===== src/sv/y2r_pkg.sv =====
package y2r_pkg;

    // Signed working width of every channel sum: Q.14 luma plus chroma terms
    // stays inside +/- 2^23, with one spare bit of headroom.
    localparam int unsigned SUM_W     = 25;
    localparam int unsigned FRAC_BITS = 14;

    typedef logic signed [SUM_W-1:0] t_sum;
    typedef logic signed [8:0]       t_chroma_diff;

    // Q2.14 coefficients (coefficient * 16384, rounded to nearest)
    localparam t_sum C_COEF_RV    = 25'sd22458;
    localparam t_sum C_COEF_GV    = 25'sd11436;
    localparam t_sum C_COEF_GU    = 25'sd5532;
    localparam t_sum C_COEF_BU    = 25'sd28384;
    localparam t_sum C_ROUND_HALF = 25'sd8192;
    localparam t_sum C_CHAN_MAX   = 25'sd255;

    localparam logic [7:0] C_CHROMA_OFFSET = 8'd128;

    // Chroma contributions shared by both pixels of a macropixel
    typedef struct packed {
        t_sum r_term;
        t_sum g_term;
        t_sum b_term;
    } t_chroma_terms;

    // Remove the 128 offset from a chroma byte: flip the top bit, sign-extend.
    function automatic t_chroma_diff chroma_diff(input logic [7:0] c);
        logic [7:0] flipped;
        flipped = c ^ C_CHROMA_OFFSET;
        return t_chroma_diff'(signed'(flipped));
    endfunction

    // Round a Q.14 sum to nearest (ties up), then clamp to 0..255.
    function automatic logic [7:0] round_clamp(input t_sum s);
        t_sum biased;
        t_sum whole;
        logic [7:0] res;
        biased = s + C_ROUND_HALF;
        whole  = biased >>> FRAC_BITS;
        if (whole < 0) begin
            res = 8'd0;
        end else if (whole > C_CHAN_MAX) begin
            res = 8'd255;
        end else begin
            res = whole[7:0];
        end
        return res;
    endfunction

endpackage


===== src/sv/y2r_if.sv =====
interface y2r_in_if;
    logic       valid;
    logic       ready;
    logic [7:0] luma_first;
    logic [7:0] chroma_blue;
    logic [7:0] luma_second;
    logic [7:0] chroma_red;

    modport source (output valid, luma_first, chroma_blue, luma_second, chroma_red,
                    input ready);
    modport sink (input valid, luma_first, chroma_blue, luma_second, chroma_red,
                  output ready);
    modport monitor (input valid, ready, luma_first, chroma_blue, luma_second,
                     chroma_red);
endinterface

interface y2r_out_if;
    logic       valid;
    logic       ready;
    logic [7:0] red_first;
    logic [7:0] green_first;
    logic [7:0] blue_first;
    logic [7:0] red_second;
    logic [7:0] green_second;
    logic [7:0] blue_second;

    modport source (output valid, red_first, green_first, blue_first,
                    red_second, green_second, blue_second,
                    input ready);
    modport sink (input valid, red_first, green_first, blue_first,
                  red_second, green_second, blue_second,
                  output ready);
    modport monitor (input valid, ready, red_first, green_first, blue_first,
                     red_second, green_second, blue_second);
endinterface


===== src/sv/yuyv_to_rgb_converter.sv =====
// YUYV 4:2:2 to RGB888 converter. Each input transaction carries one packed
// macropixel (Y0, U, Y1, V); each output transaction carries the two RGB888
// pixels it encodes, both using the shared U and V. Channels follow
// R = Y + 1.370705(V-128), G = Y - 0.698001(V-128) - 0.337633(U-128) and
// B = Y + 1.732446(U-128) with Q2.14 coefficients, rounded to nearest (ties
// up) and clamped to 0..255. The block is a two-register pipeline: an input
// register captures the macropixel, the conversion runs as combinational
// constant multiplies and adds, and an output register holds the result.
// Throughput is one transaction per clock unless the output stalls; each
// transaction moves from the input register to the output register.
// Back-pressure from the output propagates to i_yuyv.ready only once both
// registers are full; there are no configuration registers or other state.
module yuyv_to_rgb_converter (
    input  logic         i_clk,
    input  logic         i_rst_n,
    y2r_in_if.sink       i_yuyv,
    y2r_out_if.source    o_rgb
);
    import y2r_pkg::*;

    // Input stage
    logic       r_s1_valid;
    logic [7:0] r_y0;
    logic [7:0] r_u;
    logic [7:0] r_y1;
    logic [7:0] r_v;

    // Output stage
    logic       r_out_valid;
    logic [7:0] r_red_first;
    logic [7:0] r_green_first;
    logic [7:0] r_blue_first;
    logic [7:0] r_red_second;
    logic [7:0] r_green_second;
    logic [7:0] r_blue_second;

    logic          out_load;
    logic          s1_load;
    t_chroma_terms terms;
    logic [7:0]    n_red_first;
    logic [7:0]    n_green_first;
    logic [7:0]    n_blue_first;
    logic [7:0]    n_red_second;
    logic [7:0]    n_green_second;
    logic [7:0]    n_blue_second;

    // Advance the output register whenever it is empty or being drained;
    // advance the input register whenever its contents move on.
    assign out_load     = !r_out_valid || o_rgb.ready;
    assign s1_load      = !r_s1_valid || out_load;
    assign i_yuyv.ready = s1_load;

    always_ff @(posedge i_clk) begin
        if (!i_rst_n) begin
            r_s1_valid <= 1'b0;
        end else if (s1_load) begin
            r_s1_valid <= i_yuyv.valid;
        end
    end

    // Payload needs no reset; capture only on an accepted transaction.
    always_ff @(posedge i_clk) begin
        if (s1_load && i_yuyv.valid) begin
            r_y0 <= i_yuyv.luma_first;
            r_u  <= i_yuyv.chroma_blue;
            r_y1 <= i_yuyv.luma_second;
            r_v  <= i_yuyv.chroma_red;
        end
    end

    // Chroma terms are computed once and shared by both pixels.
    y2r_chroma u_chroma (
        .i_chroma_blue (r_u),
        .i_chroma_red  (r_v),
        .o_terms       (terms)
    );

    y2r_pixel u_pixel_first (
        .i_luma  (r_y0),
        .i_terms (terms),
        .o_red   (n_red_first),
        .o_green (n_green_first),
        .o_blue  (n_blue_first)
    );

    y2r_pixel u_pixel_second (
        .i_luma  (r_y1),
        .i_terms (terms),
        .o_red   (n_red_second),
        .o_green (n_green_second),
        .o_blue  (n_blue_second)
    );

    always_ff @(posedge i_clk) begin
        if (!i_rst_n) begin
            r_out_valid <= 1'b0;
        end else if (out_load) begin
            r_out_valid <= r_s1_valid;
        end
    end

    // Hold the result while the sink stalls.
    always_ff @(posedge i_clk) begin
        if (out_load && r_s1_valid) begin
            r_red_first    <= n_red_first;
            r_green_first  <= n_green_first;
            r_blue_first   <= n_blue_first;
            r_red_second   <= n_red_second;
            r_green_second <= n_green_second;
            r_blue_second  <= n_blue_second;
        end
    end

    assign o_rgb.valid        = r_out_valid;
    assign o_rgb.red_first    = r_red_first;
    assign o_rgb.green_first  = r_green_first;
    assign o_rgb.blue_first   = r_blue_first;
    assign o_rgb.red_second   = r_red_second;
    assign o_rgb.green_second = r_green_second;
    assign o_rgb.blue_second  = r_blue_second;

endmodule


===== src/sv/y2r_chroma.sv =====
module y2r_chroma (
    input  logic [7:0]             i_chroma_blue,
    input  logic [7:0]             i_chroma_red,
    output y2r_pkg::t_chroma_terms o_terms
);
    import y2r_pkg::*;

    t_sum du;
    t_sum dv;

    assign du = t_sum'(chroma_diff(i_chroma_blue));
    assign dv = t_sum'(chroma_diff(i_chroma_red));

    assign o_terms.r_term = C_COEF_RV * dv;
    assign o_terms.g_term = -((C_COEF_GV * dv) + (C_COEF_GU * du));
    assign o_terms.b_term = C_COEF_BU * du;

endmodule


===== src/sv/y2r_pixel.sv =====
module y2r_pixel (
    input  logic [7:0]             i_luma,
    input  y2r_pkg::t_chroma_terms i_terms,
    output logic [7:0]             o_red,
    output logic [7:0]             o_green,
    output logic [7:0]             o_blue
);
    import y2r_pkg::*;

    t_sum base;

    // Luma in Q.14
    assign base = signed'({3'b000, i_luma, 14'd0});

    assign o_red   = round_clamp(base + i_terms.r_term);
    assign o_green = round_clamp(base + i_terms.g_term);
    assign o_blue  = round_clamp(base + i_terms.b_term);

endmodule


===== src/flat_wrapper.sv =====
// flat-port wrapper written by rule: the top's interface ports become plain ports
module yuyv_to_rgb_converter_flat import y2r_pkg::*;
  (i_clk, i_rst_n, i_yuyv_valid, i_yuyv_luma_first, i_yuyv_chroma_blue, i_yuyv_luma_second, i_yuyv_chroma_red, i_yuyv_ready, o_rgb_valid, o_rgb_red_first, o_rgb_green_first, o_rgb_blue_first, o_rgb_red_second, o_rgb_green_second, o_rgb_blue_second, o_rgb_ready);
  y2r_in_if i_yuyv_i ();
  y2r_out_if o_rgb_i ();
  input  logic i_clk;
  input  logic i_rst_n;
  input wire logic [$bits(i_yuyv_i.valid)-1:0] i_yuyv_valid;
  input wire logic [$bits(i_yuyv_i.luma_first)-1:0] i_yuyv_luma_first;
  input wire logic [$bits(i_yuyv_i.chroma_blue)-1:0] i_yuyv_chroma_blue;
  input wire logic [$bits(i_yuyv_i.luma_second)-1:0] i_yuyv_luma_second;
  input wire logic [$bits(i_yuyv_i.chroma_red)-1:0] i_yuyv_chroma_red;
  output wire logic [$bits(i_yuyv_i.ready)-1:0] i_yuyv_ready;
  output wire logic [$bits(o_rgb_i.valid)-1:0] o_rgb_valid;
  output wire logic [$bits(o_rgb_i.red_first)-1:0] o_rgb_red_first;
  output wire logic [$bits(o_rgb_i.green_first)-1:0] o_rgb_green_first;
  output wire logic [$bits(o_rgb_i.blue_first)-1:0] o_rgb_blue_first;
  output wire logic [$bits(o_rgb_i.red_second)-1:0] o_rgb_red_second;
  output wire logic [$bits(o_rgb_i.green_second)-1:0] o_rgb_green_second;
  output wire logic [$bits(o_rgb_i.blue_second)-1:0] o_rgb_blue_second;
  input wire logic [$bits(o_rgb_i.ready)-1:0] o_rgb_ready;
  assign i_yuyv_i.valid = i_yuyv_valid;
  assign i_yuyv_i.luma_first = i_yuyv_luma_first;
  assign i_yuyv_i.chroma_blue = i_yuyv_chroma_blue;
  assign i_yuyv_i.luma_second = i_yuyv_luma_second;
  assign i_yuyv_i.chroma_red = i_yuyv_chroma_red;
  assign i_yuyv_ready = i_yuyv_i.ready;
  assign o_rgb_valid = o_rgb_i.valid;
  assign o_rgb_red_first = o_rgb_i.red_first;
  assign o_rgb_green_first = o_rgb_i.green_first;
  assign o_rgb_blue_first = o_rgb_i.blue_first;
  assign o_rgb_red_second = o_rgb_i.red_second;
  assign o_rgb_green_second = o_rgb_i.green_second;
  assign o_rgb_blue_second = o_rgb_i.blue_second;
  assign o_rgb_i.ready = o_rgb_ready;
  yuyv_to_rgb_converter u_core (.i_clk(i_clk), .i_rst_n(i_rst_n), .i_yuyv(i_yuyv_i), .o_rgb(o_rgb_i));
endmodule

===== config.mk =====
export PLATFORM = sky130hd
export DESIGN_NAME = yuyv_to_rgb_converter_flat
export DESIGN_NICKNAME = d
export VERILOG_FILES = /design/src/sv/y2r_pkg.sv /design/src/sv/y2r_if.sv /design/src/sv/yuyv_to_rgb_converter.sv /design/src/sv/y2r_chroma.sv /design/src/sv/y2r_pixel.sv /design/src/flat_wrapper.sv
export SDC_FILE = /design/constraint.sdc
export NUM_CORES = 1
export LEC_CHECK = 0
export ABC_CLOCK_PERIOD_IN_PS = 10400
export BUFFER_PORTS_ARGS = -buffer_cell sky130_fd_sc_hd__buf_2
export CAP_MARGIN = 20
export CORE_UTILIZATION = 64
export DETAILED_ROUTE_END_ITERATION = 7
export HOLD_SLACK_MARGIN = 0.12
export MAX_ROUTING_LAYER = met4
export PLACE_DENSITY = 0.84
export SYNTH_ARGS = -nofsm -noshare
export SYNTH_HDL_FRONTEND = slang
export SYNTH_SLANG_ARGS = --single-unit

===== constraint.sdc =====
create_clock -name i_clk -period 10.4 [get_ports i_clk]
set_input_delay 1.56 -clock i_clk [delete_from_list [all_inputs] [get_ports i_clk]]
set_output_delay 1.56 -clock i_clk [all_outputs]
set_load 0.02 [all_outputs]

; Word level (Yosys, flattened, before mapping)
; Index checks and enable logic that the tools add are counted.
[op_classes]
addsub = 14
mul = 4
n_lt_le_gt_ge = 12
n_mux = 6
bitwise_logic = 2
n_reduce_logical = 6
[ops]
columns = op, n
row1 = "25-bit by 15-bit adder with 25-bit output, second input constant", 6
row2 = 23-bit by 25-bit adder with 25-bit output, 4
row3 = "11-bit by 9-bit greater-than comparator with 1-bit output, second input constant", 6
row4 = "11-bit by 1-bit < comparator with 1-bit output, second input constant", 6
row5 = 23-bit by 24-bit adder with 25-bit output, 2
row6 = 8-bit 2-to-1 mux, 6
row7 = 24-bit negation with 25-bit output, 1
row8 = 23-bit by 22-bit adder with 24-bit output, 1
row9 = "15-bit by 8-bit multiplier with 23-bit output, first input constant", 1
row10 = "13-bit by 8-bit multiplier with 21-bit output, first input constant", 1
row11 = "12-bit by 8-bit multiplier with 20-bit output, first input constant", 1
row12 = "11-bit by 8-bit multiplier with 19-bit output, first input constant", 1
row13 = 1-bit logical AND, 2
row14 = 1-bit logical NOT, 2
row15 = 1-bit logical OR, 2
row16 = 1-bit inverter, 2
[totals]
reg_bits = 82
inputBits = 36
output_inout_bits = 50
word_cells = 56

; Depth between registers and ports, before layout
; Gate-level depths: netlist of run 1.
[depth]
ltp_word = 8
mapped_depth = 35
mapped_depth_nobuf = 35

; Hierarchy
; Synthesis of run 1 repeated with hierarchy kept, for this count alone.
[unflattened]
cells_unflattened = 1488
hier_area_um2 = 14212.4
[by_module_without_submodules]
columns = mod, n_inst, cells_each, area_per_inst_um2, seq_area_each_um2
row1 = y2r_chroma, 1, 967, 8393.0, 0.0
row2 = y2r_pixel, 2, 216, 1656.6, 0.0
row3 = yuyv_to_rgb_converter, 1, 89, 2506.2, 2442.3

; Worst setup path after synthesis of run 1
; No wires, ideal clock.
[synth_path]
path_kind = register to register
start = register u_core.r_v[5]
end = register u_core.r_green_first[7], in the netlist u_core.o_rgb.green_first[7] (data pin)
setup_ns = 0.254
t_arrival_ns = 7.402
required_ns = 10.146
slack_ns = 2.743
stages_incl_launch_ff = 34
path_buffers = 0
period_less_slack_ns = 7.657
cell_sequence = edfxtp_1 -> inv_1 -> ha_1 -> ha_1 -> inv_1 -> fa_1 -> fa_1 -> inv_1 -> ha_1 -> nor2b_1 -> o21ai_0 -> nand2_1 -> xnor2_1 -> ha_1 -> ha_1 -> or4_1 -> a211o_1 -> o221ai_4 -> nand2_1 -> a21oi_1 -> nor2b_1 -> nor2_1 -> xnor2_1 -> ha_1 -> a21o_1 -> a21oi_1 -> o21bai_1 -> a21o_1 -> a21o_1 -> a21o_1 -> a21oi_1 -> xnor2_1 -> o31a_4 -> o21a_1
[synth_between]
elab_chain_len = 7
word_cells_on_any_way = 8
cone_classes = add/sub (4) / mul (1) / order compare (2) / mux (1)
[synth_lines]
columns = element, line_no
row1 = from (decl), yuyv_to_rgb_converter.sv:26  ; logic [7:0] r_v;
row2 = from (signal assigned), yuyv_to_rgb_converter.sv:67  ; r_v <= i_yuyv.chroma_red;
row3 = 13-bit by 8-bit multiplier with 21-bit output *, y2r_chroma.sv:15  ; assign o_terms.g_term = -((C_COEF_GV * dv) + (C_COEF_GU * du));
row4 = 23-bit by 22-bit adder with 24-bit output *, y2r_chroma.sv:15
row5 = 24-bit negation with 25-bit output *, y2r_chroma.sv:15
row6 = 23-bit by 25-bit adder with 25-bit output *, y2r_pixel.sv:16  ; assign o_green = round_clamp(base + i_terms.g_term);
row7 = 25-bit by 15-bit adder with 25-bit output *, y2r_pkg.sv:40  ; biased = s + C_ROUND_HALF;
row8 = 11-bit by 9-bit greater-than comparator with 1-bit output, y2r_pkg.sv:44  ; end else if (whole > C_CHAN_MAX) begin
row9 = 8-bit 2-to-1 mux, y2r_pkg.sv:44
row10 = to (signal assigned), yuyv_to_rgb_converter.sv:106  ; r_green_first <= n_green_first;
row11 = to (decl), yuyv_to_rgb_converter.sv:31  ; logic [7:0] r_green_first;
; Mark *: on every way between the ends. The rest lies on a longest branch, timed or not.
; A chain may end at the register's enable or synchronous reset.

; Worst setup path after layout of run 1
[layout_path]
start = register u_core.r_v[5]
end = register u_core.r_green_first[3], in the netlist u_core.o_rgb.green_first[3] (data pin)
; The elaborated chain is that of the path after synthesis.

==> results.json, run 1 <==
{
  "synth_top_family_by_area": "adder cells",
  "slew_headroom_pct": 35.8,
  "critPathMaxFanout": 11,
  "postLayoutCoreUtil_pct": 70.4,
  "start_util_pct": 65.2,
  "rows": 52,
  "io_buffers": 85,
  "gp_congestion": 0.963,
  "io_pins": 86,
  "fin_tns_setup_ps": 0,
  "syn_nets": 1782,
  "die_w_um": 146,
  "ant_nets": 0,
  "critPathKind": "reg2reg",
  "synthSimpleGateAreaFrac_pct": 10.5,
  "synth_edf_count": 80,
  "rsz0062_at_grt": "no",
  "holdPathStages": 1,
  "synth-xor-area-share_pct": 6.23,
  "r2r-end": "u_core.o_rgb.green_first[3]$_SDFFCE_PN0P_",
  "syn-cell-area_um2": 13200,
  "drc": 0,
  "synth_seq_cells": 82,
  "worst_pin_slew_ps": 963,
  "yosysSeqAreaShare_pct": 18.5,
  "avgSynthCellArea_um2": 9.65,
  "setup_viol": 0,
  "cp_slowest_stage_delay_ps": 610,
  "r2r_cells": 33,
  "ctsHoldBuffers": 0,
  "clk_latency_ps": 360,
  "wl_per_cell_um": 16.7,
  "fin_area_um2": 14200,
  "netlist_instances": 1368,
  "finClkSkew_ps": 13.8,
  "diodes": 0,
  "chipHeight_um": 146,
  "seqCellArea_um2": 2440,
  "die-area_um2": 21200,
  "synth_warnings": 0,
  "synth.distinct_cells": 82,
  "place_area_um2": 13900,
  "cp_data_arrival_time_ps": 8600,
  "antenna_found_initial": 0,
  "r2r_slack_ps": 1900,
  "vias": 10260,
  "path_common_cell": "ha_1",
  "clock_sinks": 82,
  "cap_violations": 0,
  "final_common_cell": "ha_1",
  "clock_path_buffers": 2,
  "drive_above_1_share_pct": 10.1,
  "dp_hpwl_um": 24100,
  "critical_path.slowest_cell": "edfxtp_1",
  "max_freq_ghz": 0.118,
  "multi_input_area_um2": 9890,
  "ys.flop_type": "edfxtp_1",
  "async_reset_ff_share_pct": 0,
  "synth_fa_ha_area_share_pct": 41.5,
  "fillers": 1517,
  "fin_crit_ps": 8500,
  "area_delta_synth_final_pct": 7.96,
  "cts_htree_levels": 3,
  "path_clk_slew_ps": 80,
  "post-cts-setup-buffers": 0,
  "worstPathRequired_ps": 10500,
  "gr-total-overflow": 0,
  "grt_pass1_vias": 10094,
  "drv_slew": 0,
  "nets": 1873,
  "hold_start": "u_core.r_s1_valid$_SDFFE_PN0N_",
  "drt_iter0_markers": 508,
  "hold_path_class": "reg2reg",
  "cts_resized": 0,
  "start_kind": "flip-flop",
  "worstSetupEndpointType": "flip-flop",
  "grt_max_degree": 49,
  "whs_endpoint": "u_core.o_rgb.valid$_SDFFE_PN0P_",
  "drt_pass1_iterations": 8,
  "grt_usage_pct": 29.1,
  "numCtsBuffers": 9,
  "wl_um": 29000,
  "r2r-start": "u_core.r_v[5]$_DFFE_PP_",
  "hold_violations": 0,
  "synthMuxAreaShare_pct": 0.246,
  "via_per_inst": 5.92,
  "cts-root-buf": "clkbuf_16",
  "core_um2": 20200,
  "grt_pass1_wl_um": 48000,
  "status": "finished, final reports clean",
  "tritoncts": "yes",
  "final_cell_mix": "279 x ha_1, 223 x inv_1, 99 x fa_1",
  "synth_compound_area_share_pct": 16.4,
  "fin_crit_sh_pct": 81.7
}
worst max path at each step:
stage | start | to | slack, ps | depth (start not counted)
global placement | u_core.r_v[5]$_DFFE_PP_ | u_core.o_rgb.green_first[7]$_SDFFCE_PN0P_ | 2330 | 33
CTS | u_core.r_v[5]$_DFFE_PP_ | u_core.o_rgb.green_first[3]$_SDFFCE_PN0P_ | 1980 | 33
global route | u_core.r_u[7]$_DFFE_PP_ | u_core.o_rgb.green_second[3]$_SDFFCE_PN0P_ | 1360 | 30
finish | u_core.r_v[5]$_DFFE_PP_ | u_core.o_rgb.green_first[3]$_SDFFCE_PN0P_ | 1900 | 33
floorplan | u_core.r_v[5]$_DFFE_PP_ | u_core.o_rgb.green_first[7]$_SDFFCE_PN0P_ | 2740 | 33
detailed placement | u_core.r_v[5]$_DFFE_PP_ | u_core.o_rgb.green_first[3]$_SDFFCE_PN0P_ | 2050 | 33
synthesized netlist by cell type (4+ instances only):
library cell / number / area share [%]
ha_1: 279 / 26
inv_1: 223 / 6.3
fa_1: 99 / 15
edfxtp_1: 80 / 18
a21oi_1: 77 / 2.9
nor2_1: 72 / 2.0
o21ai_0: 62 / 2.4
xnor2_1: 54 / 3.6
a21o_1: 47 / 2.7
nand2_1: 41 / 1.2
nor3_1: 34 / 1.3
xor2_1: 33 / 2.2
o21a_1: 32 / 1.8
nand3_1: 23 / 0.87
nor2b_1: 20 / 0.95
and3_1: 15 / 0.71
or3_1: 11 / 0.52
a211oi_1: 9 / 0.51
and2_1: 8 / 0.38
nand2b_1: 8 / 0.38
or2_2: 8 / 0.38
nor4_1: 7 / 0.33
a21boi_0: 6 / 0.34
a31oi_1: 5 / 0.24
o211ai_1: 5 / 0.28
o21bai_1: 5 / 0.28
o31ai_1: 5 / 0.28
a21oi_2: 4 / 0.27
clkbuf_1: 4 / 0.11
nand3b_1: 4 / 0.23
nand4_1: 4 / 0.19
stage by stage:
step	instances	hold WS, ps	setup WS, ps
global placement	1717	505	2330
CTS	1733	555	1980
global route	1734	579	1360
detailed placement	1717	531	2050
finish	1734	556	1900
floorplan	1368	477	2740
cell type report:
cell class	instances	share of cell area [%]
Clock inverter	7	0.501
Timing Repair Buffer	87	3.09
Sequential cell	82	17.1
Inverter	223	5.87
Multi-Input combinational cell	1056	69.4
Tap cell	270	2.37
Clock buffer	9	1.58
logic make-up after synthesis:
| family | Yosys count |
|---|---|
| simple gates | 269 |
| xor+xnor | 90 |
| mux | 3 |
| fa+ha+maj | 379 |
| buf+inv | 230 |
| flops | 82 |
| compound gates | 315 |
registers in the layout (all words and copies together), names as in the netlist:
| register | flops |
|---|---|
| u_core.r_v | 8 |
| u_core.r_s1_valid | 1 |
| u_core.o_rgb.red_second | 8 |
| u_core.o_rgb.blue_first | 8 |
| u_core.o_rgb.valid | 1 |
| u_core.o_rgb.green_first | 8 |
| u_core.o_rgb.green_second | 8 |
| u_core.o_rgb.blue_second | 8 |
| u_core.r_y1 | 8 |
| u_core.o_rgb.red_first | 8 |
| u_core.r_y0 | 8 |
| u_core.r_u | 8 |
metal layers:
metal / track usage, % / up-vias / routed length, µm
met5: - / - / 0
met4: 10.5 / 0 / 943
met3: 2.73 / 60 / 1110
met2: 48.8 / 286 / 14200
met1: 36.8 / 4925 / 12800
li1: - / 4989 / -
critical path, delay by kind of cell, from the launching register on:
family	cells	cell delay, ps
and+or+nand+nor	6	1140
buffers and inverters	3	310
adders and majority gates	8	2920
AOI/OAI and AO/OA	13	2830
DFF	1	610
xor gates and xnor gates	3	410
Power of run 1 is not shown: default switching activity piles up to over one toggle a cycle in this logic, so the estimate is an artifact.
==> run 2: changes to the inputs <==
--- a/config.mk
+++ b/config.mk
@@ -5,14 +5,14 @@
 export SDC_FILE = /design/constraint.sdc
 export NUM_CORES = 1
 export LEC_CHECK = 0
-export ABC_CLOCK_PERIOD_IN_PS = 10400
+export ABC_CLOCK_PERIOD_IN_PS = 7350
 export BUFFER_PORTS_ARGS = -buffer_cell sky130_fd_sc_hd__buf_2
 export CAP_MARGIN = 20
-export CORE_UTILIZATION = 64
+export CORE_UTILIZATION = 58
 export DETAILED_ROUTE_END_ITERATION = 7
 export HOLD_SLACK_MARGIN = 0.12
 export MAX_ROUTING_LAYER = met4
-export PLACE_DENSITY = 0.84
+export PLACE_DENSITY = 0.8
 export SYNTH_ARGS = -nofsm -noshare
 export SYNTH_HDL_FRONTEND = slang
 export SYNTH_SLANG_ARGS = --single-unit
==> constraint.sdc (replaced) <==
create_clock -name i_clk -period 7.35 [get_ports i_clk]
set_input_delay 1.1025 -clock i_clk [delete_from_list [all_inputs] [get_ports i_clk]]
set_output_delay 1.1025 -clock i_clk [all_outputs]
set_load 0.02 [all_outputs]
==> run 2 against run 1 <==
Against the previous run:
- the flow now finishes with violations (setup timing)
- non-clock buffer count grew 90
- setup slack got worse by 2000 ps
- sequential share of layout area down 1.2 points
- clock-buffer cell count stayed put
- via count is 3.1% higher
- register-to-register slack lost 2000 ps
- cell area is 7.8% higher
- largest cell class unchanged
==> results.json, run 2 (synthesis results as in run 1) <==
{
  "start_kind": "flip-flop",
  "ctsHoldBuffers": 0,
  "die_w_um": 153,
  "grt_pass1_vias": 10458,
  "dp_hpwl_um": 24900,
  "chipHeight_um": 153,
  "worst_pin_slew_ps": 959,
  "grt_max_degree": 49,
  "clock_path_buffers": 2,
  "status": "finished, violations left",
  "max_freq_ghz": 0.135,
  "rows": 54,
  "grt_pass1_wl_um": 49600,
  "cts-root-buf": "clkbuf_16",
  "area_delta_synth_final_pct": 16.4,
  "hold_path_class": "reg2reg",
  "antenna_found_initial": 0,
  "violations": "setup timing",
  "vias": 10579,
  "drc": 0,
  "critical_path.slowest_cell": "fa_1",
  "cp_slowest_stage_delay_ps": 570,
  "gp_congestion": 0.944,
  "grt_usage_pct": 27.3,
  "io_pins": 86,
  "clk_latency_ps": 350,
  "rsz0062_at_grt": "yes",
  "nets": 1963,
  "hold_violations": 0,
  "path_clk_slew_ps": 70,
  "critPathMaxFanout": 8,
  "fin_crit_ps": 7420,
  "drv_slew": 0,
  "cts_htree_levels": 3,
  "holdWs_ps": 538,
  "crit_buf_inv": 3,
  "dp.cells": 1788,
  "drt_iter0_markers": 496,
  "wl_per_cell_um": 16.7,
  "numCtsBuffers": 9,
  "final_cell_mix": "254 x ha_1, 216 x inv_1, 97 x fa_1",
  "wl_um": 30600,
  "clock_sinks": 82,
  "critPathKind": "reg2reg",
  "die-area_um2": 23400,
  "ant_nets": 0,
  "drive_above_1_share_pct": 19.5,
  "fin_crit_sh_pct": 101,
  "setup_viol": 8,
  "tritoncts": "yes",
  "stdcell_count": 1834,
  "worstSetupEndpointType": "flip-flop",
  "slew_headroom_pct": 35.6,
  "cp_data_arrival_time_ps": 7520,
  "io_buffers": 85,
  "diodes": 0,
  "crit_family": "adder cells",
  "drt_pass1_iterations": 5,
  "gr-total-overflow": 0,
  "fin_ws_ps": -74.4,
  "final_common_cell": "ha_1",
  "via_per_inst": 5.77,
  "start_util_pct": 59.7,
  "worstPathRequired_ps": 7450,
  "core_um2": 22100,
  "cap_violations": 0,
  "finClkSkew_ps": 9.02
}
run 2: cell count changes in the layout (fill, tap and decap cells not counted), sizes merged:
cell	before	now
buf	87	177
clkinvlp	2	1
bufinv	0	1
inv	227	225
clkinv	1	3
run 2: worst reg2reg max path, delay by kind of cell (launching register included):
| kind | cells | cell delay, ps |
|---|---|---|
| adders and majority gates | 8 | 3410 |
| DFF | 1 | 370 |
| buffers and inverters | 3 | 180 |
| AOI/OAI and AO/OA | 12 | 2560 |
| xor gates and xnor gates | 3 | 420 |
| and+or+nand+nor | 2 | 230 |
run 2: metal layers:
layer | wire [µm] | vias up | track usage, % | part of all wire (%)
met4 | 849 | 0 | 9.04 | 2.8
met5 | 0 | - | - | 0
met3 | 1340 | 62 | 3.88 | 4.4
met1 | 13600 | 5062 | 34.4 | 44
met2 | 14800 | 282 | 45.2 | 48
li1 | - | 5173 | - | -
run 2: layout make-up:
class	count	area, µm²
multi-input cells	1056	10300
inverters	223	837
well taps	280	350
fillers	1627	6730
clock buffers	9	225
clock inverters	7	76.3
repair buffers	177	1120
flip-flops and latches	82	2440
run 2: final timing paths:
kind                             startpoint                                         to  slack [ps]  cells past startpoint
max                 u_core.r_u[5]$_DFFE_PP_  u_core.o_rgb.green_first[5]$_SDFFCE_PN0P_         -70                     28
min          u_core.r_s1_valid$_SDFFE_PN0N_            u_core.o_rgb.valid$_SDFFE_PN0P_         540                      1
max reg2reg         u_core.r_u[5]$_DFFE_PP_  u_core.o_rgb.green_first[5]$_SDFFCE_PN0P_         -70                     28
min reg2reg  u_core.r_s1_valid$_SDFFE_PN0N_            u_core.o_rgb.valid$_SDFFE_PN0P_         540                      1
run 2: what timing repair did:
action	CTS	global route
endpoints found under the setup margin	16	31
cloned	0	0
pin swaps	15	45
resized for setup	16	62
buffers inserted	11	19
run 2: through the flow:
stage / instance area [µm²] / setup TNS [ps] / setup slack, ps / util, %
final: 15400 / -528 / -74.4 / 69.5
after floorplan: 13200 / 0 / 0.639 / -
after CTS: 14900 / 0 / 0.313 / 67.4
after detailed placement: 14400 / -1430 / -135 / 65.3
after global routing: 15400 / -3100 / -284 / 69.5
after global placement: 14400 / 0 / 35.4 / 65.3
Power of run 2 is left out for the same reason.
